`src/rtl/core/vers_pkg.sv`:
```
`timescale 1ns / 1ps

package vers_pkg;

  // Field and datapath widths
  localparam int CRD_W     = 32;          // Q16.16 coordinate
  localparam int ANG_W     = 10;          // signed whole degrees
  localparam int TRIG_W    = 16;          // Q1.15 sine / cosine
  localparam int SCL_W     = 16;          // Q8.8 scale
  localparam int CFG_IDX_W = 3;
  localparam int CFG_W     = 32;
  localparam int QT_W      = CRD_W + 1;   // signed translation quotient

  // Coordinate width after each rotation (one bit of growth per rotation)
  localparam int ROTX_W = CRD_W + 1;
  localparam int ROTY_W = ROTX_W + 1;
  localparam int ROTZ_W = ROTY_W + 1;
  localparam int FIN_W  = ROTZ_W;

  localparam int SMOOTH_DIVISOR_DEF = 25;

  localparam logic [SCL_W-1:0]         SCALE_ONE = SCL_W'(256);
  localparam logic signed [TRIG_W-1:0] TRIG_ONE  = 16'sd32767;
  localparam logic signed [11:0]       DEG_FULL  = 12'sd360;
  localparam logic signed [11:0]       DEG_TWICE = 12'sd720;

  typedef enum logic [CFG_IDX_W-1:0] {
    REG_ROT_X   = 3'd0,
    REG_ROT_Y   = 3'd1,
    REG_ROT_Z   = 3'd2,
    REG_SCALE   = 3'd3,
    REG_SHIFT_X = 3'd4,
    REG_SHIFT_Y = 3'd5,
    REG_SHIFT_Z = 3'd6
  } cfg_reg_t;

  typedef struct packed {
    logic signed [CRD_W-1:0] coord_x;
    logic signed [CRD_W-1:0] coord_y;
    logic signed [CRD_W-1:0] coord_z;
  } vertex_t;

  typedef struct packed {
    logic signed [CRD_W-1:0] out_x;
    logic signed [CRD_W-1:0] out_y;
    logic signed [CRD_W-1:0] out_z;
  } result_t;

  typedef struct packed {
    logic signed [TRIG_W-1:0] sin_v;
    logic signed [TRIG_W-1:0] cos_v;
  } trig_t;

  // Quarter-wave sine, round(32768*sin(d)), held at 32767 at 90 degrees
  localparam logic [14:0] SIN_QUARTER [0:90] = '{
    15'd0,     15'd572,   15'd1144,  15'd1715,  15'd2286,
    15'd2856,  15'd3425,  15'd3993,  15'd4560,  15'd5126,
    15'd5690,  15'd6252,  15'd6813,  15'd7371,  15'd7927,
    15'd8481,  15'd9032,  15'd9580,  15'd10126, 15'd10668,
    15'd11207, 15'd11743, 15'd12275, 15'd12803, 15'd13328,
    15'd13848, 15'd14365, 15'd14876, 15'd15384, 15'd15886,
    15'd16384, 15'd16877, 15'd17364, 15'd17847, 15'd18324,
    15'd18795, 15'd19261, 15'd19720, 15'd20174, 15'd20622,
    15'd21063, 15'd21498, 15'd21926, 15'd22348, 15'd22763,
    15'd23170, 15'd23571, 15'd23965, 15'd24351, 15'd24730,
    15'd25102, 15'd25466, 15'd25822, 15'd26170, 15'd26510,
    15'd26842, 15'd27166, 15'd27482, 15'd27789, 15'd28088,
    15'd28378, 15'd28660, 15'd28932, 15'd29197, 15'd29452,
    15'd29698, 15'd29935, 15'd30163, 15'd30382, 15'd30592,
    15'd30792, 15'd30983, 15'd31164, 15'd31336, 15'd31499,
    15'd31651, 15'd31795, 15'd31928, 15'd32052, 15'd32166,
    15'd32270, 15'd32365, 15'd32449, 15'd32524, 15'd32588,
    15'd32643, 15'd32688, 15'd32723, 15'd32748, 15'd32763,
    15'd32767
  };

  // Reduce a 10-bit signed angle to 0..359
  function automatic logic [8:0] deg_wrap(logic signed [ANG_W-1:0] d);
    logic signed [11:0] t;
    t = 12'(d);
    if (t < -DEG_FULL) begin
      t = t + DEG_TWICE;
    end else if (t < 12'sd0) begin
      t = t + DEG_FULL;
    end else if (t >= DEG_FULL) begin
      t = t - DEG_FULL;
    end
    return t[8:0];
  endfunction

  function automatic logic signed [TRIG_W-1:0] sin_deg(logic [8:0] d);
    logic [8:0]  idx;
    logic        neg;
    logic [14:0] mag;
    if (d <= 9'd90) begin
      idx = d;
      neg = 1'b0;
    end else if (d <= 9'd180) begin
      idx = 9'd180 - d;
      neg = 1'b0;
    end else if (d <= 9'd270) begin
      idx = d - 9'd180;
      neg = 1'b1;
    end else begin
      idx = 9'd360 - d;
      neg = 1'b1;
    end
    mag = SIN_QUARTER[idx[6:0]];
    return neg ? -$signed({1'b0, mag}) : $signed({1'b0, mag});
  endfunction

  function automatic logic signed [TRIG_W-1:0] cos_deg(logic [8:0] d);
    logic [9:0] e;
    e = {1'b0, d} + 10'd90;
    if (e >= 10'd360) begin
      e = e - 10'd360;
    end
    return sin_deg(e[8:0]);
  endfunction

endpackage

```
`src/rtl/core/vers_trig.sv`:
```
`timescale 1ns / 1ps

// Angle register to registered sine / cosine
module vers_trig (
  input  logic                              clk,
  input  logic                              rst,
  input  logic signed [vers_pkg::ANG_W-1:0] angle,
  output vers_pkg::trig_t                   trig
);

  logic [8:0] deg;

  assign deg = vers_pkg::deg_wrap(angle);

  always_ff @(posedge clk) begin
    if (rst) begin
      trig.sin_v <= '0;
      trig.cos_v <= vers_pkg::TRIG_ONE;
    end else begin
      trig.sin_v <= vers_pkg::sin_deg(deg);
      trig.cos_v <= vers_pkg::cos_deg(deg);
    end
  end

endmodule

```
`config.mk`:
```
export PLATFORM = sky130hd
export DESIGN_NAME = vers_trig
export DESIGN_NICKNAME = d
export VERILOG_FILES = /design/src/rtl/core/vers_pkg.sv /design/src/rtl/core/vers_trig.sv
export SDC_FILE = /design/constraint.sdc
export NUM_CORES = 1
export LEC_CHECK = 0
export BUFFER_PORTS_ARGS = -buffer_cell sky130_fd_sc_hd__buf_2
export CAP_MARGIN = 20
export CORE_MARGIN = 2
export CORE_UTILIZATION = 55
export DETAILED_ROUTE_END_ITERATION = 16
export PLACE_DENSITY = 0.73
export SYNTH_ARGS = -nofsm -noshare
export SYNTH_HDL_FRONTEND = slang
export SYNTH_SLANG_ARGS = --single-unit
```
`constraint.sdc`:
```
create_clock -name clk -period 12 [get_ports clk]
set_clock_uncertainty 0.05 [all_clocks]
set_input_delay 2.4 -clock clk [delete_from_list [all_inputs] [get_ports clk]]
set_output_delay 2.4 -clock clk [all_outputs]
set_load 0.05 [all_outputs]
```
# --- After elaboration in Yosys (flattened, before gate mapping) ---
# Memories as Yosys holds them, arrays and structs flattened.
# Cells that the tools add are included.
# Widths: inputs -> output; s select.
word_totals:
  ff_bits: 32
  romBits: 3840
  inputBits: 12
  out_inout_bits: 32
  wordCells: 62
  memories: 2
classes:
  addsub: 13
  magnitude_cmp: 12
  mux: 25
  bitwise: 4
  n_reduce_logical: 2
mem_list:
  columns: ["name", "depth", "width", "read_ports", "rd_ports_with_merged_regs", "write_ports", "line_no", "rtl"]
  rows:
  - ["(no name shown)", 128, 15, 1, 0, 0, "vers_pkg.sv:108", "mag = SIN_QUARTER[idx[6:0]];"]
  - ["(no name shown)", 128, 15, 1, 0, 0, "vers_pkg.sv:108", null]
ops:
  columns: ["operator", "n"]
  rows:
  - ["$mux 15", 6]
  - ["$mux 7", 8]
  - ["$mux 9", 5]
  - ["$neg 15->16", 2]
  - ["$add 9x9->9 const B", 2]
  - ["$le 9x7->1 const B", 2]
  - ["$le 9x8->1 const B", 2]
  - ["$le 9x9->1 const B", 2]
  - ["$sub 9x9->9 const B", 2]
  - ["$ge 8x8->1 const B", 2]
  - ["$not 7->8", 2]
  - ["$sub 6x7->7 const A", 2]
  - ["$sub 7x6->7 const B", 2]
  - ["$sub 7x7->7 const A", 2]
  - ["$add 9x7->10 const B", 1]
  - ["$ge 10x10->1 const B", 1]
  - ["$ge 10x9->1 const B", 1]
  - ["$lt 10x1->1 const B", 1]
  - ["$lt 10x10->1 const B", 1]
  - ["$mux 1", 6]
  - ["$reduce_or 2->1", 2]
  - ["$not 1->1", 2]

# --- Depth between registers and ports, before layout ---
logic_depth:
  word_depth: 19
  ltp_mapped: 40
  depth_no_buf: 34

# --- Worst setup path before layout ---
# Ideal clock, no wire load.
synth_timing:
  path_type: "input -> register"
  from: "input angle[5] (netlist bit)"
  to: "register trig[11] (netlist bit)"
  setup_ns: 0.119
  arrival_ns: 10.339
  t_required_ns: 11.831
  slack_ns: 1.492
  path_stages: 37
  path_buffers: 4
  path_cell_list: "buf_2 -> inv_1 -> ha_1 -> a211o_1 -> a21oi_2 -> buf_6 -> a22o_1 -> nor2_2 -> ha_1 -> nand2_1 -> nand3_1 -> xnor2_1 -> inv_1 -> ha_1 -> nand3_1 -> a21oi_1 -> a22o_1 -> nor3b_1 -> o221a_2 -> or4_4 -> o31a_1 -> buf_4 -> o22ai_1 -> mux2i_2 -> inv_1 -> clkbuf_1 -> ha_1 -> nor2_1 -> nand4_1 -> nand3_1 -> a32oi_1 -> a32o_1 -> or4b_4 -> or4b_4 -> o41a_1 -> nor3_2 -> a21oi_1"
synth_via:
  elab_chain_len: 19
  elab_cells_between_ends: 33
  cone_classes: "9 x add/sub; 7 x order compare; 15 x mux; 1 x bitwise; 1 x memory"
synth_lines:
  columns: ["item", "line_no", "rtl"]
  rows:
  - ["start, declared", "vers_trig.sv:7", "input logic signed [vers_pkg::ANG_W-1:0] angle,"]
  - ["$sub 9x9->9 or $ge 10x10->1 (tied branches)", "vers_pkg.sv:86, vers_pkg.sv:85", null]
  - ["$mux 9", "vers_pkg.sv:85", "end else if (t >= DEG_FULL) begin"]
  - ["$mux 9", "vers_pkg.sv:83", "end else if (t < 12'sd0) begin"]
  - ["$mux 9 (*)", "vers_pkg.sv:81", "if (t < -DEG_FULL) begin"]
  - ["$add 9x7->10 (*)", "vers_pkg.sv:114", "e = {1'b0, d} + 10'd90;"]
  - ["$sub 9x9->9 or $ge 10x9->1 (tied branches)", "vers_pkg.sv:116, vers_pkg.sv:115", null]
  - ["$mux 9 (*)", "vers_pkg.sv:115", "if (e >= 10'd360) begin"]
  - ["$mux 9 (*)", "vers_trig.sv:16", "if (rst) begin"]
  - ["[... 2 more ...]", null, null]
  - ["$mux 7", "vers_pkg.sv:98", "end else if (d <= 9'd180) begin"]
  - ["$mux 7", "vers_pkg.sv:95", "if (d <= 9'd90) begin"]
  - ["$mux 7", "vers_trig.sv:16", null]
  - ["$not 7->8 (not written as such)", "vers_pkg.sv:108", null]
  - ["$mem_v2 128x15", null, null]
  - ["$mux 15 (not written as such) (2 in series)", "vers_pkg.sv:108", null]
  - ["$neg 15->16", "vers_pkg.sv:109", "return neg ? -$signed({1'b0, mag}) : $signed({1'b0, mag});"]
  - ["$mux 15 (*)", "vers_pkg.sv:109", null]
  - ["end, declared", "vers_trig.sv:8", "output vers_pkg::trig_t trig"]
# Every way passes the cells marked *; elsewhere a longest branch is shown, timed or not. The select of a mux whose other input is x is not followed.
# A chain may end at the register's enable or synchronous reset.

# --- Final worst setup path ---
layout_timing:
  from: "input angle[1] (netlist bit)"
  to: "register trig[11] (netlist bit)"
# Same word-level chain as after synthesis.

==> summary.md <==
| Metric | Value |
|---|---|
| Outcome | complete, no violations |
| H-tree depth | 2 |
| Rel. slew slack | between 20% and 30% |
| Register with the most flip-flops | trig |
| Setup bufs post-CTS | 0 |
| Yosys warnings | 0 |
| Cell area after layout | ~0.0085 mm² |
| Cell Area, Placed | around 0.0083 mm² |
| TritonCTS clock tree | built |
| Initial antenna violation count | 0 |
| Worst Path Max Fanout | 13 |
| Post-synth top cells | 121 x nand2_1, 102 x nor2_1, 74 x a21oi_1, 72 x o21ai_0, 65 x clkbuf_1 |
| CORE AREA | 0.0140 mm² |
| Post-synth top flop | dfxtp_1 |
| DP Worst Slack | roughly 470 ps |
| WL/cell | ~22 µm |
| Share of cells above drive strength 1 | around an eighth |
| Top Registers | trig x32 |
| CTS root buffer | clkbuf_16 |
| Largest net degree at the start of global routing | 42 |
| Syn-to-layout area delta | 6.52% |
| Synthesized flop and latch total | 32 |
| TritonCTS Buffers | 5 |
| Pins Over Slew Limit | 0 |
| Drt pass-1 iters | 7 |
| Minimum clock period | ~11000 ps |
| First-pass GRT wire length | around 47 mm |
| Synth area leaders | dfxtp_1 8.1%, ha_1 6.9%, nand2_1 5.7% |
| Die area | ~0.015 mm² |
| Fmax | a little under 90 MHz |
| Final worst-path cycle share | a little over nine tenths |
| VDD IR max | around 0.00013 V |
| Final Worst Setup Slack | between 500 and 600 ps |
| Endpoints failing hold | 0 |
| Worst EP required | between 10000 and 15000 ps |
| Most frequent cell after synthesis | nand2_1 |
| Maxcap violations | 0 |
| DIE HEIGHT | 124 µm |
| Antenna-violating nets left | 0 |
| Sequential area share after synthesis | 8.07% |
| Initial Utilization | a little under three fifths |
| Clock tree buffer depth | 2 |
| Hold path start | rst |
| Worst setup startpoint | angle[1] |
| Port-buffer cells | 43 |
| Drt via density | between 7 and 8 |
| Post-synth EDFFs | 0 |
| Global route total overflow | 0 |
| Setup violators final | 0 |
| Worst-margin pin slew | ~1100 ps |
| CP Class | input pin to register |
| Mean Syn Cell Area | between 6 and 7 µm² |
| CP dominant cell by count | ha_1 |
| Worst-path clk slew | ~50 ps |
| Fraction of registers with async set/reset | 0% |
| Width of the die | 124 µm |
| Io pins | 44 |
| Post-synth top area cell | dfxtp_1 |
| Dpl hpwl | 21.0 mm |
| GRT Total Usage | 37.8% |
| CP peak stage delay | roughly 550 ps |
| Arrival time of the worst setup path | approximately 12000 ps |
| P per Cell Area | approximately 300 mW/mm² |
| Post-synth top area share | between 8 and 9% |
| Max reg flops | 32 |
| Netlist Area Pre-Place | 0.00794 mm² |
| Type of the most critical hold path | input pin to register |
| DRC errors left | 0 |
| Starting DRT DRC Count | 1582 |
| CP max-delay cell | or4_4 |
| Number of diodes | 0 |
| Num Clock Sinks | 32 |
| Power Total | between 0.002 and 0.003 W |
| Row count | between 40 and 50 |
| RD Place Congestion | 1.05 |
| Vias post-DR | between 9000 and 10000 |
| Hold Buf Count CTS | 0 |
| Leak pwr | 3.21 nW |
| Setup TNS | 0 ps |
| Post-Syn Nets | 1222 |
| Post-CTS sizing | 0 |
| CP startpoint kind | input pin |
| Worst Setup End Kind | register |
| Routed WL | 29.5 mm |
| Post-Syn Instances | ~1200 |
| Number of global-route vias before repair | ~9000 |
| Final #Nets | between 1000 and 1500 |
| RSZ-0062 raised after global routing | false |
| Unique masters post-synth | around 100 |
## per-layer routing
metal | global-route usage, % | vias to the layer above | part of all wire [%]
met5 | 0 | - | 0
met4 | 14.3 | 0 | 4.4
met3 | 8.38 | 146 | 13
met2 | 57.7 | 781 | 43
met1 | 51.8 | 4492 | 40
li1 | - | 4511 | -
## final timing paths
check / end / slack [ps] / cells past startpoint
worst max-delay path: trig[11]$_SDFF_PP1_ / 560 / 32
worst min-delay path: trig[28]$_SDFF_PP0_ / 2550 / 2
## cells in the final DEF (no fill, tap or decap), drive strengths merged, types with 11 or more instances in the layout
cell | synthesis | routed
a31oi | 30 | 30
a21o | 11 | 11
or2 | 16 | 16
ha | 44 | 44
xnor2 | 30 | 30
o21ai | 78 | 78
o311ai | 11 | 11
o221ai | 13 | 13
nor3 | 43 | 43
nand2b | 19 | 19
a211oi | 24 | 24
nor4 | 15 | 15
nor2 | 104 | 104
o31ai | 15 | 15
dfxtp | 32 | 32
a311oi | 13 | 13
buf | 35 | 82
inv | 30 | 30
nand3 | 56 | 56
a21oi | 75 | 75
xor2 | 11 | 11
o211ai | 47 | 47
and3 | 11 | 11
nand2 | 122 | 122
a221oi | 11 | 11
mux2i | 13 | 13
a211o | 15 | 15
## worst max-delay path: cells and delay by family
kind                     cells  cell delay, ps
AO/OA/AOI/OAI               11            3260
XOR/XNOR                     1             410
adder cells (fa/ha/maj)      4            1270
buffers and inverters        4             740
multiplexers                 1             260
AND/OR/NAND/NOR             11            3220
## per-stage QoR
step / util [%] / instances / hold WS (ps)
3_3_place_gp: 59.2 / 1327 / 2820
2_1_floorplan: - / 1165 / 2740
6_report: 60.5 / 1335 / 2550
5_1_grt: 60.5 / 1335 / 2590
4_1_cts: 60.5 / 1335 / 2550
3_5_place_dp: 59.2 / 1327 / 2820
## power breakdown
group          internal, W  leakage [nW]  switching, W
sequential        0.000155         0.267    0.00000961
clock             0.000109        0.0901     0.0000430
combinational     0.000738          2.86       0.00145
total              0.00100          3.21       0.00150
## final cells by class
class | count | area (µm²)
clock buffer | 7 | 153
clock inverter | 1 | 30.0
fill | 1355 | 5530
inverter | 32 | 120
multi-input combinational | 1001 | 6780
sequential | 32 | 641
tap | 180 | 225
timing repair buffer | 82 | 508
## logic make-up after synthesis
kind of cell               synth area share, %
AOI/OAI and AO/OA                         43.6
and+or+nand+nor                           25.7
buffers and inverters                     6.95
adders and majority gates                 7.31
xor gates and xnor gates                  5.28
DFF                                       8.07
muxes                                     3.10
Note: power is estimated with default switching activity, not from simulation.
