--- config.mk ---
export PLATFORM = sky130hd
export DESIGN_NAME = vers_fin
export DESIGN_NICKNAME = d
export VERILOG_FILES = /design/src/rtl/core/vers_pkg.sv /design/src/rtl/core/vers_fin.sv
export SDC_FILE = /design/constraint.sdc
export NUM_CORES = 2
export LEC_CHECK = 0
export CAP_MARGIN = 20
export CORE_AREA = 2 2 400 402
export CTS_BUF_LIST = sky130_fd_sc_hd__clkbuf_8
export DETAILED_ROUTE_END_ITERATION = 16
export DIE_AREA = 0 0 402 404
export DONT_BUFFER_PORTS = 1
export GPL_TIMING_DRIVEN = 0
export PLACE_DENSITY = 0.69
export SLEW_MARGIN = 10
export SYNTH_ARGS = -nofsm -noshare
export SYNTH_HDL_FRONTEND = slang
export SYNTH_SLANG_ARGS = --single-unit
--- constraint.sdc ---
create_clock -name clk -period 26 [get_ports clk]
set_input_delay 2.6 -clock clk [delete_from_list [all_inputs] [get_ports clk]]
set_output_delay 2.6 -clock clk [all_outputs]
set_load 0.005 [all_outputs]
--- src/rtl/core/vers_pkg.sv ---
`timescale 1ns / 1ps

package vers_pkg;

  // Field and datapath widths
  localparam int CRD_W     = 32;          // Q16.16 coordinate
  localparam int ANG_W     = 10;          // signed whole degrees
  localparam int TRIG_W    = 16;          // Q1.15 sine / cosine
  localparam int SCL_W     = 16;          // Q8.8 scale
  localparam int CFG_IDX_W = 3;
  localparam int CFG_W     = 32;
  localparam int QT_W      = CRD_W + 1;   // signed translation quotient

  // Coordinate width after each rotation (one bit of growth per rotation)
  localparam int ROTX_W = CRD_W + 1;
  localparam int ROTY_W = ROTX_W + 1;
  localparam int ROTZ_W = ROTY_W + 1;
  localparam int FIN_W  = ROTZ_W;

  localparam int SMOOTH_DIVISOR_DEF = 25;

  localparam logic [SCL_W-1:0]         SCALE_ONE = SCL_W'(256);
  localparam logic signed [TRIG_W-1:0] TRIG_ONE  = 16'sd32767;
  localparam logic signed [11:0]       DEG_FULL  = 12'sd360;
  localparam logic signed [11:0]       DEG_TWICE = 12'sd720;

  typedef enum logic [CFG_IDX_W-1:0] {
    REG_ROT_X   = 3'd0,
    REG_ROT_Y   = 3'd1,
    REG_ROT_Z   = 3'd2,
    REG_SCALE   = 3'd3,
    REG_SHIFT_X = 3'd4,
    REG_SHIFT_Y = 3'd5,
    REG_SHIFT_Z = 3'd6
  } cfg_reg_t;

  typedef struct packed {
    logic signed [CRD_W-1:0] coord_x;
    logic signed [CRD_W-1:0] coord_y;
    logic signed [CRD_W-1:0] coord_z;
  } vertex_t;

  typedef struct packed {
    logic signed [CRD_W-1:0] out_x;
    logic signed [CRD_W-1:0] out_y;
    logic signed [CRD_W-1:0] out_z;
  } result_t;

  typedef struct packed {
    logic signed [TRIG_W-1:0] sin_v;
    logic signed [TRIG_W-1:0] cos_v;
  } trig_t;

  // Quarter-wave sine, round(32768*sin(d)), held at 32767 at 90 degrees
  localparam logic [14:0] SIN_QUARTER [0:90] = '{
    15'd0,     15'd572,   15'd1144,  15'd1715,  15'd2286,
    15'd2856,  15'd3425,  15'd3993,  15'd4560,  15'd5126,
    15'd5690,  15'd6252,  15'd6813,  15'd7371,  15'd7927,
    15'd8481,  15'd9032,  15'd9580,  15'd10126, 15'd10668,
    15'd11207, 15'd11743, 15'd12275, 15'd12803, 15'd13328,
    15'd13848, 15'd14365, 15'd14876, 15'd15384, 15'd15886,
    15'd16384, 15'd16877, 15'd17364, 15'd17847, 15'd18324,
    15'd18795, 15'd19261, 15'd19720, 15'd20174, 15'd20622,
    15'd21063, 15'd21498, 15'd21926, 15'd22348, 15'd22763,
    15'd23170, 15'd23571, 15'd23965, 15'd24351, 15'd24730,
    15'd25102, 15'd25466, 15'd25822, 15'd26170, 15'd26510,
    15'd26842, 15'd27166, 15'd27482, 15'd27789, 15'd28088,
    15'd28378, 15'd28660, 15'd28932, 15'd29197, 15'd29452,
    15'd29698, 15'd29935, 15'd30163, 15'd30382, 15'd30592,
    15'd30792, 15'd30983, 15'd31164, 15'd31336, 15'd31499,
    15'd31651, 15'd31795, 15'd31928, 15'd32052, 15'd32166,
    15'd32270, 15'd32365, 15'd32449, 15'd32524, 15'd32588,
    15'd32643, 15'd32688, 15'd32723, 15'd32748, 15'd32763,
    15'd32767
  };

  // Reduce a 10-bit signed angle to 0..359
  function automatic logic [8:0] deg_wrap(logic signed [ANG_W-1:0] d);
    logic signed [11:0] t;
    t = 12'(d);
    if (t < -DEG_FULL) begin
      t = t + DEG_TWICE;
    end else if (t < 12'sd0) begin
      t = t + DEG_FULL;
    end else if (t >= DEG_FULL) begin
      t = t - DEG_FULL;
    end
    return t[8:0];
  endfunction

  function automatic logic signed [TRIG_W-1:0] sin_deg(logic [8:0] d);
    logic [8:0]  idx;
    logic        neg;
    logic [14:0] mag;
    if (d <= 9'd90) begin
      idx = d;
      neg = 1'b0;
    end else if (d <= 9'd180) begin
      idx = 9'd180 - d;
      neg = 1'b0;
    end else if (d <= 9'd270) begin
      idx = d - 9'd180;
      neg = 1'b1;
    end else begin
      idx = 9'd360 - d;
      neg = 1'b1;
    end
    mag = SIN_QUARTER[idx[6:0]];
    return neg ? -$signed({1'b0, mag}) : $signed({1'b0, mag});
  endfunction

  function automatic logic signed [TRIG_W-1:0] cos_deg(logic [8:0] d);
    logic [9:0] e;
    e = {1'b0, d} + 10'd90;
    if (e >= 10'd360) begin
      e = e - 10'd360;
    end
    return sin_deg(e[8:0]);
  endfunction

endpackage

--- src/rtl/core/vers_fin.sv ---
`timescale 1ns / 1ps

// Scale, round, translate and saturate; three stages, last one is the
// output register.
module vers_fin (
  input  logic                              clk,
  input  logic                              rst,
  input  logic                              in_valid,
  output logic                              in_ready,
  input  logic signed [vers_pkg::FIN_W-1:0] cx,
  input  logic signed [vers_pkg::FIN_W-1:0] cy,
  input  logic signed [vers_pkg::FIN_W-1:0] cz,
  input  logic [vers_pkg::SCL_W-1:0]        scale,
  input  logic signed [vers_pkg::QT_W-1:0]  qx,
  input  logic signed [vers_pkg::QT_W-1:0]  qy,
  input  logic signed [vers_pkg::QT_W-1:0]  qz,
  output logic                              out_valid,
  input  logic                              out_stall,
  output vers_pkg::result_t                 result
);

  localparam int FW     = vers_pkg::FIN_W;
  localparam int CW     = vers_pkg::CRD_W;
  localparam int PROD_W = FW + vers_pkg::SCL_W + 1;
  localparam int RND_W  = PROD_W - 8;
  localparam int SUM_W  = RND_W + 1;
  localparam logic signed [PROD_W-1:0] HALF_LSB = PROD_W'(128);
  localparam logic signed [SUM_W-1:0]  SAT_HI   = SUM_W'(64'sd2147483647);
  localparam logic signed [SUM_W-1:0]  SAT_LO   = SUM_W'(-64'sd2147483648);

  logic                     f1_valid;
  logic                     f2_valid;
  logic                     f1_ready;
  logic                     f2_ready;
  logic                     f3_ready;
  logic signed [FW-1:0]     c_in [3];
  logic signed [PROD_W-1:0] prod [3];
  logic signed [PROD_W-1:0] prod_r [3];
  logic signed [RND_W-1:0]  rnd  [3];
  logic signed [SUM_W-1:0]  q_ext [3];
  logic signed [SUM_W-1:0]  sum  [3];
  logic signed [CW-1:0]     sat  [3];
  logic signed [vers_pkg::SCL_W:0] scale_s;

  assign c_in[0] = cx;
  assign c_in[1] = cy;
  assign c_in[2] = cz;
  assign q_ext[0] = SUM_W'(qx);
  assign q_ext[1] = SUM_W'(qy);
  assign q_ext[2] = SUM_W'(qz);
  assign scale_s  = $signed({1'b0, scale});

  assign f3_ready = !out_valid || !out_stall;
  assign f2_ready = !f2_valid || f3_ready;
  assign f1_ready = !f1_valid || f2_ready;
  assign in_ready = f1_ready;

  always_comb begin
    for (int i = 0; i < 3; i++) begin
      prod_r[i] = (prod[i] + HALF_LSB) >>> 8;
      sum[i]    = SUM_W'(rnd[i]) + q_ext[i];
      if (sum[i] > SAT_HI) begin
        sat[i] = SAT_HI[CW-1:0];
      end else if (sum[i] < SAT_LO) begin
        sat[i] = SAT_LO[CW-1:0];
      end else begin
        sat[i] = sum[i][CW-1:0];
      end
    end
  end

  always_ff @(posedge clk) begin
    if (rst) begin
      f1_valid  <= 1'b0;
      f2_valid  <= 1'b0;
      out_valid <= 1'b0;
    end else begin
      if (f1_ready) begin
        f1_valid <= in_valid;
      end
      if (f2_ready) begin
        f2_valid <= f1_valid;
      end
      if (f3_ready) begin
        out_valid <= f2_valid;
      end
    end
    if (f1_ready && in_valid) begin
      for (int i = 0; i < 3; i++) begin
        prod[i] <= c_in[i] * scale_s;
      end
    end
    if (f2_ready && f1_valid) begin
      for (int i = 0; i < 3; i++) begin
        rnd[i] <= prod_r[i][RND_W-1:0];
      end
    end
    if (f3_ready && f2_valid) begin
      result.out_x <= sat[0];
      result.out_y <= sat[1];
      result.out_z <= sat[2];
    end
  end

endmodule

## Yosys cells after proc, flatten, opt, wreduce, memory -nomap -nowiden

Memories as Yosys holds them, arrays and structs flattened.
Cells that the tools add are included.

| storage, ports and cells | value |
|---|---|
| memories | 2 |
| output and inout port bits | 98 |
| memory bits (writable) | 288 |
| logic and storage cells | 40 |
| bits of input ports | 224 |
| register bits | 99 |

Memories:

| memory | depth | bits a word | rd ports | clocked after Yosys merged registers in | wr ports | line | RTL |
|---|---|---|---|---|---|---|---|
| prod | 3 | 52 | 3 | 0 | 3 | vers_fin.sv:37 | `logic signed [PROD_W-1:0] prod [3];` |
| rnd | 3 | 44 | 3 | 0 | 3 | vers_fin.sv:39 | `logic signed [RND_W-1:0] rnd [3];` |

| operators by class | value |
|---|---|
| muxes and demuxes | 7 |
| multiply operators | 3 |
| magnitude comparators | 6 |
| reduce and logical (&&, ||, !) cells | 10 |
| add/sub/neg operators | 6 |

Operators with widths:

| cell | number |
|---|---|
| adder 52 x 9 -> 52 bit, second input constant | 3 |
| multiplier 35 x 17 -> 52 bit | 3 |
| adder 44 x 33 -> 45 bit | 3 |
| greater-than comparator 45 x 32 -> 1 bit, second input constant | 3 |
| < comparator 45 x 32 -> 1 bit, second input constant | 3 |
| two-way mux 32 bit | 3 |
| logical NOT 1 bit | 4 |
| two-way mux 1 bit | 4 |
| logical AND 1 bit | 3 |
| logical OR 1 bit | 3 |

## Logic depth before layout (Yosys ltp)

| depth | value |
|---|---|
| depth after elaboration | 7 |
| depth in mapped cells | 27 |
| gate-level depth less buffers | 25 |

## Worst setup path after synthesis

Ideal clock, no wire load.

| path | value |
|---|---|
| kind | input-to-reg |
| start point | input port out_stall |
| end point | register result[0] in the netlist's numbering, enable pin |
| path buffers | 0 |
| stages on the path | 1 |
| required time | 25.304 ns |
| arrival time | 9.561 ns |
| setup slack | 15.743 ns |
| cells stage by stage | a21boi_0 |

| on the way | value |
|---|---|
| longest elaborated chain between the ends | 3 |

RTL lines:

| item | line | RTL |
|---|---|---|
| start, declared | vers_fin.sv:18 | `input logic out_stall,` |
| logical NOT 1 bit | vers_fin.sv:53 | `assign f3_ready = !out_valid \|\| !out_stall;` |
| logical OR 1 bit | vers_fin.sv:53 |  |
| logical AND 1 bit | vers_fin.sv:98 | `if (f3_ready && f2_valid) begin` |
| end, declared | vers_fin.sv:19 | `output vers_pkg::result_t result` |

No other way between the ends.
A chain may end at the register's enable or synchronous reset.

==> impl_metrics.ini <==
[yosys]
ys_warn_count = 0
synthArstFlopShare_pct = 0
syn_area_um2 = 78500
ys_seq_elements = 366
synthCells = 8446
synth_ff_type = edfxtp_1
synth_edf_count = 363
synthDistinctLibCells = 100
synth_seq_area_share_pct = 14.0
avgSynthCellArea_um2 = 9.29
synth_fp_nets = 10758

[timing]
finalCriticalPeriod_ns = 11.86
final_max_slew_viol_count = 0
slew_headroom_pct = 16.7
fmax_ghz = 0.0843
setup_violations = 0
setup_tns_ns = 0
skew_ns = 0.0285
rsz0062_at_grt = no
fin_crit_sh_pct = 45.6
hold_violations = 0
worst_pin_slew_ns = 1.25

[worst_setup_path]
critical_path_buf_inv_count = 6
cp.required_ns = 26.41
cp-end-kind = flip-flop
startpoint_type = input pin
cp_cell_sequence = clkbuf_1 -> clkbuf_2 -> clkbuf_1 -> nand2_1 -> fa_1 -> fa_1 -> fa_1 -> inv_1 -> fa_1 -> fa_1 -> inv_1 -> fa_1 -> inv_1 -> ha_1 -> nand2_1 -> nor2_1 -> and4_1 -> nand4_1 -> o211ai_1 -> a21oi_1 -> o21ai_0 -> a32oi_1 -> a31oi_1 -> xor2_1
criticalPathCategory = in -> reg
cp.arrival_ns = 12.26
crit_family = adder cells
crit_slowest_cell = xor2_1
critical_path.max_stage_delay_ns = 0.95
worstPathMaxFanout = 11
crit_top_cell = fa_1

[detailed_routing]
routed_via_density = 5.59
dr_total_vias = 59845
wl_per_cell_um = 22.6
drc = 0
ant_nets = 0
drt-initial-drc-count = 5231
dr.pass1.iters = 5
drt-total-wl_um = 243000

[placement]
place.gp.congestion = 1.00
dp_hpwl_um = 202000
io_buffers = 0

[floorplan]
initial_core_util_pct = 49.7
die_w_um = 402
core-area_um2 = 158000
rows = 146
die_h_um = 404
io_pins = 322
die_area_um2 = 162000

[clocking]
cts_hold_buf = 0
cts.sinks = 366
post_cts_buffers = 0
path_clk_slew_ns = 0.06
clk_path_buf_depth = 3
cts-htree-levels = 3
tritoncts = done
cts-root-buf = clkbuf_8
cts_buffers = 69
post_cts_resized = 0
insertion_delay_ns = 0.77

[final_layout]
nets = 10868
seqCellArea_um2 = 11000
area_growth_syn_to_layout_pct = 5.97
layout-drive-gt1-share_pct = 3.01
fill_cells = 14519
multi_input_area_um2 = 59000
final_cell_mix = 1,932 x inv_1, 1,590 x fa_1, 1,258 x nand2_1, 633 x and2_1, 498 x ha_1
mostFrequentLayoutCell = inv_1

[global_routing]
grtUsageTotal_pct = 30.5
grt_pass1_vias = 61804
grt_pass1_wl_um = 369000
overflow = 0
grt_max_degree = 60
antenna_found_initial = 54

[run_status]
status = finished clean

[hold_path]
hp-class = reg -> reg

[flow_run]
max_cap_violations = 0
-- path summary, 6_finish.rpt --
kind / depth (start not counted) / from / slack, ns / end
min: 2 / f1_valid$_SDFFE_PP0N_ / 0.49 / f2_valid$_SDFFE_PP0P_
min reg2reg: 2 / f1_valid$_SDFFE_PP0N_ / 0.49 / f2_valid$_SDFFE_PP0P_
max reg2reg: 14 / rnd[0][0]$_DFFE_PP_ / 21.01 / result[64]$_SDFFCE_PN1P_
max: 24 / scale[4] / 14.14 / prod[0][154]$_DFFE_PP_
-- final cells by class --
class                   instances  area share, %
diodes                         32         0.0963
plain buffers                 342           1.65
clock buffers                  72           1.19
clock inverters                52          0.457
inverters                    1919           8.66
multi-input cells            5819           70.9
flip-flops and latches        366           13.2
well taps                    2072           3.12
repair buffers                 39          0.716
-- cells in the mapped netlist, types with 6 or more instances --
cell type / number / area (µm²)
a2111oi_0: 7 / 61.3
a211o_1: 9 / 78.8
a211oi_1: 20 / 150
a211oi_2: 6 / 75.1
a21boi_0: 6 / 45.0
a21o_1: 151 / 1130
a21oi_1: 218 / 1090
a21oi_2: 6 / 52.6
a311oi_1: 6 / 52.6
a31oi_1: 29 / 181
and2_1: 635 / 3970
and3_1: 77 / 482
and4_1: 10 / 87.6
buf_2: 16 / 80.1
clkbuf_1: 320 / 1200
edfxtp_1: 363 / 10900
fa_1: 1590 / 31800
ha_1: 498 / 6230
inv_1: 1918 / 7200
mux2i_1: 6 / 60.1
nand2_1: 1258 / 4720
nand2b_1: 30 / 188
nand3_1: 93 / 465
nand3b_1: 7 / 52.6
nand4_1: 49 / 307
nor2_1: 210 / 788
nor2b_1: 23 / 144
nor3_1: 53 / 265
nor4_1: 14 / 87.6
o211ai_1: 22 / 165
o21a_1: 44 / 330
o21ai_0: 127 / 636
o21ai_1: 55 / 275
o21ai_2: 23 / 201
o21bai_1: 32 / 240
o31a_1: 8 / 70.1
o31ai_1: 8 / 60.1
or2_2: 8 / 50.1
or3_1: 13 / 81.3
xnor2_1: 235 / 2060
xor2_1: 136 / 1190
-- sequential cells by signal (all words and copies together) (netlist names) --
register,flops
f2_valid,1
rnd,132
result,96
out_valid,1
prod,135
f1_valid,1
-- routing by layer --
layer | track usage (%) | wire, µm
met2 | 46.2 | 106000
met1 | 39.5 | 91700
met4 | 14.4 | 13400
met3 | 10.4 | 31300
met5 | 0 | 264
-- worst min-delay path: stages (launching register included) --
cell and delay [ns]:
dfxtp_1 0.33, inv_1 0.06, a21oi_1 0.05
-- through the flow --
stage / cells / cell area, µm² / hold slack [ns] / utilization [%] / worst slack (ns)
after floorplan: 8446 / 78500 / 0.429 / - / 15.74
after global placement: 10518 / 81100 / 0.438 / 51.4 / 12.17
after detailed placement: 10550 / 81600 / 0.476 / 51.7 / 13.83
after CTS: 10674 / 83000 / 0.485 / 52.6 / 14.68
after global routing: 10692 / 83100 / 0.519 / 52.7 / 14.16
final: 10713 / 83200 / 0.487 / 52.7 / 14.14
-- logic make-up (layout without fill, tap and decap cells) --
kind of cell / Yosys count / after routing / synth area share (%)
buf+inv: 2261 / 2424 / 10.9
fa+ha+maj: 2088 / 2088 / 48.5
flops: 366 / 366 / 14.0
mux: 8 / 8 / 0.105
other cells: 0 / 32 / 0
xor+xnor: 371 / 371 / 4.14
compound gates: 846 / 846 / 7.17
simple gates: 2506 / 2506 / 15.2
Power is not shown: default switching activity piles up to over one toggle a cycle in this logic, so the estimate is an artifact.
