<file path="src/rtl/core/vers_pkg.sv">
`timescale 1ns / 1ps

package vers_pkg;

  // Field and datapath widths
  localparam int CRD_W     = 32;          // Q16.16 coordinate
  localparam int ANG_W     = 10;          // signed whole degrees
  localparam int TRIG_W    = 16;          // Q1.15 sine / cosine
  localparam int SCL_W     = 16;          // Q8.8 scale
  localparam int CFG_IDX_W = 3;
  localparam int CFG_W     = 32;
  localparam int QT_W      = CRD_W + 1;   // signed translation quotient

  // Coordinate width after each rotation (one bit of growth per rotation)
  localparam int ROTX_W = CRD_W + 1;
  localparam int ROTY_W = ROTX_W + 1;
  localparam int ROTZ_W = ROTY_W + 1;
  localparam int FIN_W  = ROTZ_W;

  localparam int SMOOTH_DIVISOR_DEF = 25;

  localparam logic [SCL_W-1:0]         SCALE_ONE = SCL_W'(256);
  localparam logic signed [TRIG_W-1:0] TRIG_ONE  = 16'sd32767;
  localparam logic signed [11:0]       DEG_FULL  = 12'sd360;
  localparam logic signed [11:0]       DEG_TWICE = 12'sd720;

  typedef enum logic [CFG_IDX_W-1:0] {
    REG_ROT_X   = 3'd0,
    REG_ROT_Y   = 3'd1,
    REG_ROT_Z   = 3'd2,
    REG_SCALE   = 3'd3,
    REG_SHIFT_X = 3'd4,
    REG_SHIFT_Y = 3'd5,
    REG_SHIFT_Z = 3'd6
  } cfg_reg_t;

  typedef struct packed {
    logic signed [CRD_W-1:0] coord_x;
    logic signed [CRD_W-1:0] coord_y;
    logic signed [CRD_W-1:0] coord_z;
  } vertex_t;

  typedef struct packed {
    logic signed [CRD_W-1:0] out_x;
    logic signed [CRD_W-1:0] out_y;
    logic signed [CRD_W-1:0] out_z;
  } result_t;

  typedef struct packed {
    logic signed [TRIG_W-1:0] sin_v;
    logic signed [TRIG_W-1:0] cos_v;
  } trig_t;

  // Quarter-wave sine, round(32768*sin(d)), held at 32767 at 90 degrees
  localparam logic [14:0] SIN_QUARTER [0:90] = '{
    15'd0,     15'd572,   15'd1144,  15'd1715,  15'd2286,
    15'd2856,  15'd3425,  15'd3993,  15'd4560,  15'd5126,
    15'd5690,  15'd6252,  15'd6813,  15'd7371,  15'd7927,
    15'd8481,  15'd9032,  15'd9580,  15'd10126, 15'd10668,
    15'd11207, 15'd11743, 15'd12275, 15'd12803, 15'd13328,
    15'd13848, 15'd14365, 15'd14876, 15'd15384, 15'd15886,
    15'd16384, 15'd16877, 15'd17364, 15'd17847, 15'd18324,
    15'd18795, 15'd19261, 15'd19720, 15'd20174, 15'd20622,
    15'd21063, 15'd21498, 15'd21926, 15'd22348, 15'd22763,
    15'd23170, 15'd23571, 15'd23965, 15'd24351, 15'd24730,
    15'd25102, 15'd25466, 15'd25822, 15'd26170, 15'd26510,
    15'd26842, 15'd27166, 15'd27482, 15'd27789, 15'd28088,
    15'd28378, 15'd28660, 15'd28932, 15'd29197, 15'd29452,
    15'd29698, 15'd29935, 15'd30163, 15'd30382, 15'd30592,
    15'd30792, 15'd30983, 15'd31164, 15'd31336, 15'd31499,
    15'd31651, 15'd31795, 15'd31928, 15'd32052, 15'd32166,
    15'd32270, 15'd32365, 15'd32449, 15'd32524, 15'd32588,
    15'd32643, 15'd32688, 15'd32723, 15'd32748, 15'd32763,
    15'd32767
  };

  // Reduce a 10-bit signed angle to 0..359
  function automatic logic [8:0] deg_wrap(logic signed [ANG_W-1:0] d);
    logic signed [11:0] t;
    t = 12'(d);
    if (t < -DEG_FULL) begin
      t = t + DEG_TWICE;
    end else if (t < 12'sd0) begin
      t = t + DEG_FULL;
    end else if (t >= DEG_FULL) begin
      t = t - DEG_FULL;
    end
    return t[8:0];
  endfunction

  function automatic logic signed [TRIG_W-1:0] sin_deg(logic [8:0] d);
    logic [8:0]  idx;
    logic        neg;
    logic [14:0] mag;
    if (d <= 9'd90) begin
      idx = d;
      neg = 1'b0;
    end else if (d <= 9'd180) begin
      idx = 9'd180 - d;
      neg = 1'b0;
    end else if (d <= 9'd270) begin
      idx = d - 9'd180;
      neg = 1'b1;
    end else begin
      idx = 9'd360 - d;
      neg = 1'b1;
    end
    mag = SIN_QUARTER[idx[6:0]];
    return neg ? -$signed({1'b0, mag}) : $signed({1'b0, mag});
  endfunction

  function automatic logic signed [TRIG_W-1:0] cos_deg(logic [8:0] d);
    logic [9:0] e;
    e = {1'b0, d} + 10'd90;
    if (e >= 10'd360) begin
      e = e - 10'd360;
    end
    return sin_deg(e[8:0]);
  endfunction

endpackage

</file>
<file path="src/rtl/core/vers_div.sv">
`timescale 1ns / 1ps

// Translation quotient round(shift / Divisor), ties away from zero,
// as floor((2|t| + D) / 2D) with the sign put back.
// Reciprocal multiply, the numerator split in two halves over consecutive
// cycles; quot updates after the sum and sign states, and a new start restarts.
module vers_div #(
  parameter int Divisor = vers_pkg::SMOOTH_DIVISOR_DEF
) (
  input  logic                             clk,
  input  logic                             rst,
  input  logic                             start,
  input  logic [vers_pkg::CRD_W-1:0]       shift_val,
  output logic signed [vers_pkg::QT_W-1:0] quot
);

  localparam int CW   = vers_pkg::CRD_W;
  localparam int NW   = CW + 1;                 // numerator 2|t| + D
  localparam int M    = 2 * Divisor;
  localparam int SH   = NW + $clog2(M);         // exact for every NW-bit numerator
  localparam int RCW  = NW + 1;
  localparam int LO_W = 17;
  localparam int MPW  = LO_W + RCW;
  localparam int PW   = NW + RCW;
  localparam longint unsigned RECIP = ((64'd1 << SH) + 64'(M) - 64'd1) / 64'(M);
  localparam logic [RCW-1:0] RECIP_W = RCW'(RECIP);

  typedef enum logic [4:0] {
    DIV_IDLE = 5'b00001,
    DIV_LO   = 5'b00010,
    DIV_HI   = 5'b00100,
    DIV_SUM  = 5'b01000,
    DIV_SIGN = 5'b10000
  } div_state_t;

  div_state_t       state;
  logic [NW-1:0]    num;
  logic             neg;
  logic [MPW-1:0]   prod_lo;
  logic [MPW-1:0]   prod_hi;
  logic [CW-1:0]    mag;

  logic [CW-1:0]    mag_in;
  logic [NW-1:0]    num_init;
  logic [LO_W-1:0]  mul_a;
  logic [MPW-1:0]   mul_p;
  logic [PW-1:0]    acc;
  logic [PW-1:0]    shr;

  assign mag_in   = shift_val[CW-1] ? (CW'(0) - shift_val) : shift_val;
  assign num_init = {mag_in, 1'b0} + NW'(Divisor);

  // one multiplier, low half first, then high half
  assign mul_a = (state == DIV_HI) ? LO_W'(num[NW-1:LO_W]) : num[LO_W-1:0];
  assign mul_p = MPW'(mul_a) * MPW'(RECIP_W);
  assign acc   = PW'(prod_lo) + (PW'(prod_hi) << LO_W);
  assign shr   = acc >> SH;

  always_ff @(posedge clk) begin
    if (rst) begin
      state <= DIV_IDLE;
      quot  <= '0;
    end else if (start) begin
      num   <= num_init;
      neg   <= shift_val[CW-1];
      state <= DIV_LO;
    end else begin
      case (state)
        DIV_LO: begin
          prod_lo <= mul_p;
          state   <= DIV_HI;
        end
        DIV_HI: begin
          prod_hi <= mul_p;
          state   <= DIV_SUM;
        end
        DIV_SUM: begin
          mag   <= shr[CW-1:0];
          state <= DIV_SIGN;
        end
        DIV_SIGN: begin
          quot  <= neg ? -$signed({1'b0, mag}) : $signed({1'b0, mag});
          state <= DIV_IDLE;
        end
        default: state <= DIV_IDLE;
      endcase
    end
  end

endmodule

</file>
<file path="config.mk">
export PLATFORM = sky130hd
export DESIGN_NAME = vers_div
export DESIGN_NICKNAME = d
export VERILOG_FILES = /design/src/rtl/core/vers_pkg.sv /design/src/rtl/core/vers_div.sv
export SDC_FILE = /design/constraint.sdc
export NUM_CORES = 1
export LEC_CHECK = 0
export ABC_AREA = 0
export BUFFER_PORTS_ARGS = -buffer_cell sky130_fd_sc_hd__buf_2
export CAP_MARGIN = 10
export CORE_ASPECT_RATIO = 1.4
export CORE_UTILIZATION = 45
export DETAILED_ROUTE_END_ITERATION = 8
export MAX_ROUTING_LAYER = met4
export PLACE_DENSITY = 0.62
export SLEW_MARGIN = 20
export SYNTH_ARGS = -nofsm -noshare
export SYNTH_HDL_FRONTEND = slang
export SYNTH_SLANG_ARGS = --single-unit
</file>
<file path="constraint.sdc">
create_clock -name clk -period 9.94 [get_ports clk]
set_input_delay 0.497 -clock clk [delete_from_list [all_inputs] [get_ports clk]]
set_output_delay 0.497 -clock clk [all_outputs]
set_load 0.01 [all_outputs]
</file>
* Yosys cells after proc, flatten, opt, wreduce, memory -nomap -nowiden
Index checks and enable logic that the tools add are counted.
** Storage, ports and cells
- Register bits after elaboration :: 199
- Latch bits :: 0
- Memory bits (writable) :: 0
- Bits in read-only memories :: 0
- Output and inout bits :: 33
- Memories kept :: 0
** Operators by class
- Add/sub/neg operators :: 4
- Multipliers :: 1
- Divide/modulo/power cells :: 0
- Magnitude comparators :: 0
- Eq/ne operators :: 4
- Shifts and indexed selects :: 0
- Multiplexer cells :: 5
- Bitwise logic cells :: 2
- Reduce and logical (&&, ||, !) cells :: 6
** Operator list (number)
- 51-bit by 67-bit adder with 67-bit output :: 1
- 17-bit by 33-bit multiplier with 50-bit output, second input constant :: 1
- 33-bit by 5-bit adder with 33-bit output, second input constant :: 1
- 33-bit two-way mux :: 1
- 28-bit negation with 33-bit output :: 1
- 32-bit two-way mux :: 1
- 1-bit by 32-bit subtractor with 32-bit output, first input constant :: 1
- 17-bit two-way mux :: 1
- 5-bit one-hot mux with 3 select lines :: 1
- 3-bit AND reduction :: 3
- 5-bit by 2-bit equality test with 1-bit output, second input constant :: 1
- 5-bit by 3-bit equality test with 1-bit output, second input constant :: 1
- 5-bit by 4-bit equality test with 1-bit output, second input constant :: 1
- 5-bit equality test, second input constant :: 1
- 2-bit AND reduction :: 2
- 2-bit two-way mux :: 1
- 1-bit inverter :: 2
- 2-bit OR reduction :: 1

* Longest topological paths before layout
- Word-level depth :: 3
- Gate-level depth with buffers :: 29

* Worst setup path before layout
No wires, ideal clock.
- Path kind :: flip-flop to flip-flop
- From :: reg state[3]
- To :: reg prod_hi[47] (data pin)
- Data arrival time :: 7274 ps
- Data required time :: 9665 ps
- Path slack :: 2391 ps
- Stages on the path, launching flop included :: 27
- Path buffers :: 3
- Clock period less this slack :: 7549 ps
- Cells stage by stage :: dfxtp_1 clkbuf_1 nor2_1 nand3_1 clkbuf_1 mux2i_1 inv_1 fa_1 inv_1 fa_1 fa_1 fa_1 inv_1 fa_1 inv_1 fa_1 inv_1 ha_1 clkbuf_1 nand4_1 or4_1 nor3_1 a31oi_1 a211o_1 a21oi_1 nor4_1 nand4b_1
** Between the ends
- Longest elaborated chain between the ends :: 3
** Ends and longest elaborated chain
- start: declaration :: line vers_div.sv:36 : div_state_t state;
- start signal: assignment :: line vers_div.sv:61 : state <= DIV_IDLE;
- start signal: assignment :: line vers_div.sv:66 : state <= DIV_LO;
- start signal: assignment :: line vers_div.sv:71 : state <= DIV_HI;
- 5-bit by 3-bit equality test with 1-bit output :: line vers_div.sv:54 : assign mul_a = (state == DIV_HI) ? LO_W'(num[NW-1:LO_W]) : num[LO_W-1:0];
- 17-bit two-way mux :: line vers_div.sv:54
- 17-bit by 33-bit multiplier with 50-bit output :: line vers_div.sv:55 : assign mul_p = MPW'(mul_a) * MPW'(RECIP_W);
- net mul_p[47] :: line vers_div.sv:46 : logic [MPW-1:0] mul_p;
- end signal: assignment :: line vers_div.sv:74 : prod_hi <= mul_p;
- end: declaration :: line vers_div.sv:40 : logic [MPW-1:0] prod_hi;
The timed path passes the listed nets, and every way through them passes these cells.
A chain may end at the register's enable or synchronous reset.

* Worst setup path in the final report
- From :: reg state[4]
- To :: reg prod_lo[46] (data pin)
** Between the ends
- Longest elaborated chain between the ends :: 3
** Ends and longest elaborated chain
- 5-bit by 3-bit equality test with 1-bit output :: line vers_div.sv:54
- 17-bit two-way mux :: line vers_div.sv:54
- 17-bit by 33-bit multiplier with 50-bit output :: line vers_div.sv:55
- net mul_p[46] :: line vers_div.sv:46
- end signal: assignment :: line vers_div.sv:70 : prod_lo <= mul_p;
- end: declaration :: line vers_div.sv:39 : logic [MPW-1:0] prod_lo;
The timed path passes the listed nets, and every way through them passes these cells.

==> results.yml <==
outcome:
  outcome: "complete, but fails checks"
  violations_in_the_final_reports: "DRC"
clock_tree:
  clk_root_buffer_cell: "sky130_fd_sc_hd__clkbuf_16"
  worst_skew_pair.late_latency_ns: 0.47
  cts_tree: "built"
  cts.reportedPaths.clkPinSlew_ns: 0.09
  tritoncts.num_buffers: 17
  clock_sinks: 181
  clk_path_buf_depth: 2
  cts_hold_repair.buffers: 0
  post_cts_buffers: 0
  post_cts_resized: 0
  cts_h_tree_depth: 4
min_path:
  hold_path_class: "in2reg"
  hold_path_startpoint: "start"
  min_delay_path_depth: 2
  timing.hold.worst_endpoint: "state[3]"
logic_synthesis:
  synth_fp_nets: 2220
  mappedNetlistArea_um2: 18300
  synth.top_cells.by_area: "sky130_fd_sc_hd__edfxtp_1 23%, sky130_fd_sc_hd__fa_1 19%, sky130_fd_sc_hd__ha_1 15%"
  syn_inst: 1794
  synth_largest_area_cell: "sky130_fd_sc_hd__edfxtp_1"
  syn_avg_cell_area_um2: 10.20
  ys_ff_latch: 181
  synth_flop_cell: "sky130_fd_sc_hd__edfxtp_1"
  netlist.area_leader.share_pct: 23.47
  number_of_distinct_library_cells_after_synthesis: 89
  synth-warning-count: 0
  seq_area_frac_synth_pct: 27.63
  synth_edf_count: 143
  synthArstFlopShare_pct: 0
routing:
  drt-vias-per-instance: 5.357
  num_vias: 12760
  detail-route-antenna-nets: 0
  drc: 2
  drt_iter0_markers: 514
  routed_wire_length_per_instance_um: 20.18
  postRouteWirelength_um: 48050
  drt_pre_antenna_iters: 7
worst_setup_path:
  reg2reg_depth: 23
  worstReg2RegStart: "state[4]"
  type_of_element_capturing_the_critical_path: "register"
  crit_path_max_fanout: 16
  cp-start-kind: "register"
  timing.rr.end: "prod_lo[46]"
  worstSetupPathType: "reg2reg"
  arrival_ns: 8.57
  r2r_setup_slack_ns: 1.56
  critPathRequiredTime_ns: 10.13
floorplanning:
  floorplan.initialDensity_pct: 45.55
  floorplan.die.width_um: 172.4
  top_level_ports: 68
  rows: 87
  dieHeight_um: 240.6
  design.core.area_um2: 40170
  die_area_um2: 41480
cells_and_area:
  finish.net_count: 2260
  layout-drive-gt1-share_pct: 8.554
  antenna_cells_inserted: 0
  signed_area_change_from_the_synthesized_netlist_to_the_final_layout_pct: 8.028
place:
  buffer_ports.inserted: 67
  hpwlAfterDp_um: 42030
  gpl.final_weighted_congestion: 0.9611
global_route:
  grt_first_pass_wirelength_um: 73620
  global_route.overflow_total: 0
  grt_antenna_before_repair: 0
  grt_max_degree: 57
  grt_usage_pct: 25.27
  via_count_of_the_first_global_routing_pass: 13260
timing:
  fin_worst_hold_slack_ns: 0.3121
  worst_setup_skew_after_layout_ns: 0.01777
  grt_setup_unrepaired: "no"
  tns_ns: 0
  timing.max_slew.rel_slack_pct: 29.82
  max_freq_ghz: 0.1194
  maxSlewViolCount: 0
  final_cycle_utilization_of_the_critical_path_pct: 84.27
  final-setup-viol-count: 0
  min_period_ns: 8.376
  hold_viol: 0
  worst_pin_slew_ns: 1.053
flow_run:
  cap_violations: 0
[final cells by class]
type | instances | area (µm²)
well taps | 534 | 668.1
repair buffers | 73 | 380.4
clock buffers | 17 | 425.4
fillers | 3655 | 20400
multi-input cells | 1249 | 11870
inverters | 312 | 1171
flip-flops and latches | 181 | 5055
clock inverters | 15 | 197.7
[synth_stat cells (all sizes together), types with 3 or more instances]
cell type and instances:
a221o 3, clkbuf 37, o21bai 13, nor2b 12, a211o 5, nand2 90
and2 3, ha 219, a21oi 80, o21a 4, a31oi 14, o211ai 11
a2111oi 3, or3 10, inv 312, mux2i 7, or4 7, o41ai 7
nor3b 7, edfxtp 143, nor2 86, nand3 27, a21o 57, xor2 75
nor4 12, mux2 10, nand4 17, o221ai 3, a21boi 3, o2111ai 5
o31ai 22, a211oi 32, fa 172, xnor2 76, buf 15, o21ai 61
and3 12, a221oi 3, dfxtp 38, nand2b 6, and4 6, nor3 29
or2 9
[layer usage]
metal	share of wire, %	track usage [%]	vias to the layer above
met4	6.6	15.34	0
met1	34	22.99	6147
met2	57	49.18	255
met5	0	-	-
met3	2.0	2.755	107
li1	-	-	6246
[placed cells by master (no fill, tap or decap), types with 5 or more instances in the layout]
cell,count
sky130_fd_sc_hd__clkbuf_16,17
sky130_fd_sc_hd__a211o_1,5
sky130_fd_sc_hd__inv_1,312
sky130_fd_sc_hd__nand3_1,25
sky130_fd_sc_hd__o211ai_1,11
sky130_fd_sc_hd__fa_1,172
sky130_fd_sc_hd__nor3_2,5
sky130_fd_sc_hd__nor4_1,10
sky130_fd_sc_hd__or3_1,9
sky130_fd_sc_hd__nand2b_1,6
sky130_fd_sc_hd__xor2_1,74
sky130_fd_sc_hd__and4_1,6
sky130_fd_sc_hd__o21ai_0,59
sky130_fd_sc_hd__or4_1,5
sky130_fd_sc_hd__nand2_1,89
sky130_fd_sc_hd__a31oi_1,14
sky130_fd_sc_hd__mux2i_1,7
sky130_fd_sc_hd__or2_2,9
sky130_fd_sc_hd__buf_4,6
sky130_fd_sc_hd__buf_2,67
sky130_fd_sc_hd__edfxtp_1,143
sky130_fd_sc_hd__dfxtp_1,38
sky130_fd_sc_hd__a21oi_1,79
sky130_fd_sc_hd__ha_1,219
sky130_fd_sc_hd__nor2b_1,11
sky130_fd_sc_hd__xnor2_1,76
sky130_fd_sc_hd__nor2_1,83
sky130_fd_sc_hd__o2111ai_1,5
sky130_fd_sc_hd__mux2_2,9
sky130_fd_sc_hd__o21bai_1,13
sky130_fd_sc_hd__o31ai_1,21
sky130_fd_sc_hd__nor3_1,24
sky130_fd_sc_hd__a21o_1,57
sky130_fd_sc_hd__a211oi_1,32
sky130_fd_sc_hd__nand4_1,17
sky130_fd_sc_hd__and3_1,12
[logic make-up after synthesis]
group                    count (synthesis)  synth area share, %
adder cells (fa/ha/maj)                391                33.80
buffers and inverters                  364                7.611
AO/OA/AOI/OAI                          348                12.93
AND/OR/NAND/NOR                        342                9.765
flip-flops                             181                27.63
XOR/XNOR                               151                7.269
multiplexers                            17               0.9985
[flip-flops by register name, summed over array words and instances (netlist names)]
name and flops:
prod_lo 33, neg 1, prod_hi 49, num 32, quot 33, state 5
mag 28
[critical path, stage by stage (launching register included)]
cell                       delay (ns)
sky130_fd_sc_hd__dfxtp_1         0.34
sky130_fd_sc_hd__nor2_1          0.16
sky130_fd_sc_hd__nand3_1         0.64
sky130_fd_sc_hd__mux2_2          0.62
sky130_fd_sc_hd__fa_1            0.52
sky130_fd_sc_hd__fa_1            0.57
sky130_fd_sc_hd__fa_1            0.54
sky130_fd_sc_hd__inv_1           0.05
sky130_fd_sc_hd__fa_1            0.48
sky130_fd_sc_hd__inv_1           0.06
sky130_fd_sc_hd__fa_1            0.55
sky130_fd_sc_hd__inv_1           0.07
sky130_fd_sc_hd__fa_1            0.54
sky130_fd_sc_hd__inv_1           0.04
sky130_fd_sc_hd__ha_1            0.34
sky130_fd_sc_hd__and3_1          0.22
sky130_fd_sc_hd__a31oi_1         0.17
sky130_fd_sc_hd__o21ai_0         0.12
sky130_fd_sc_hd__o311ai_0        0.60
sky130_fd_sc_hd__a31oi_1         0.30
sky130_fd_sc_hd__a31oi_1         0.46
sky130_fd_sc_hd__o21bai_1        0.28
sky130_fd_sc_hd__a41oi_1         0.30
sky130_fd_sc_hd__xnor2_1         0.11
[metrics by stage]
step	utilization (%)	setup WS (ns)	std cells	instance area, µm²
after floorplan	-	2.391	1794	18300
after global placement	47.66	1.684	2349	19140
after detailed placement	47.66	1.493	2349	19140
after CTS	49.21	1.472	2381	19770
after global routing	49.21	0.9540	2381	19770
final	49.21	1.564	2381	19770
[worst max path at each step]
stage | cells after the start | slack, ns | start | end
6_report | 23 | 1.56 | state[4] | prod_lo[46]
5_1_grt | 23 | 0.95 | state[1] | prod_lo[46]
4_1_cts | 23 | 1.47 | state[4] | prod_lo[46]
3_5_place_dp | 23 | 1.49 | state[4] | prod_lo[46]
3_3_place_gp | 23 | 1.68 | state[4] | prod_hi[47]
2_1_floorplan | 26 | 2.39 | state[3] | prod_hi[47]
Power is left out: the tool's default activity adds up to more than one toggle a clock period on the data nets, which glitch-free logic cannot reach.
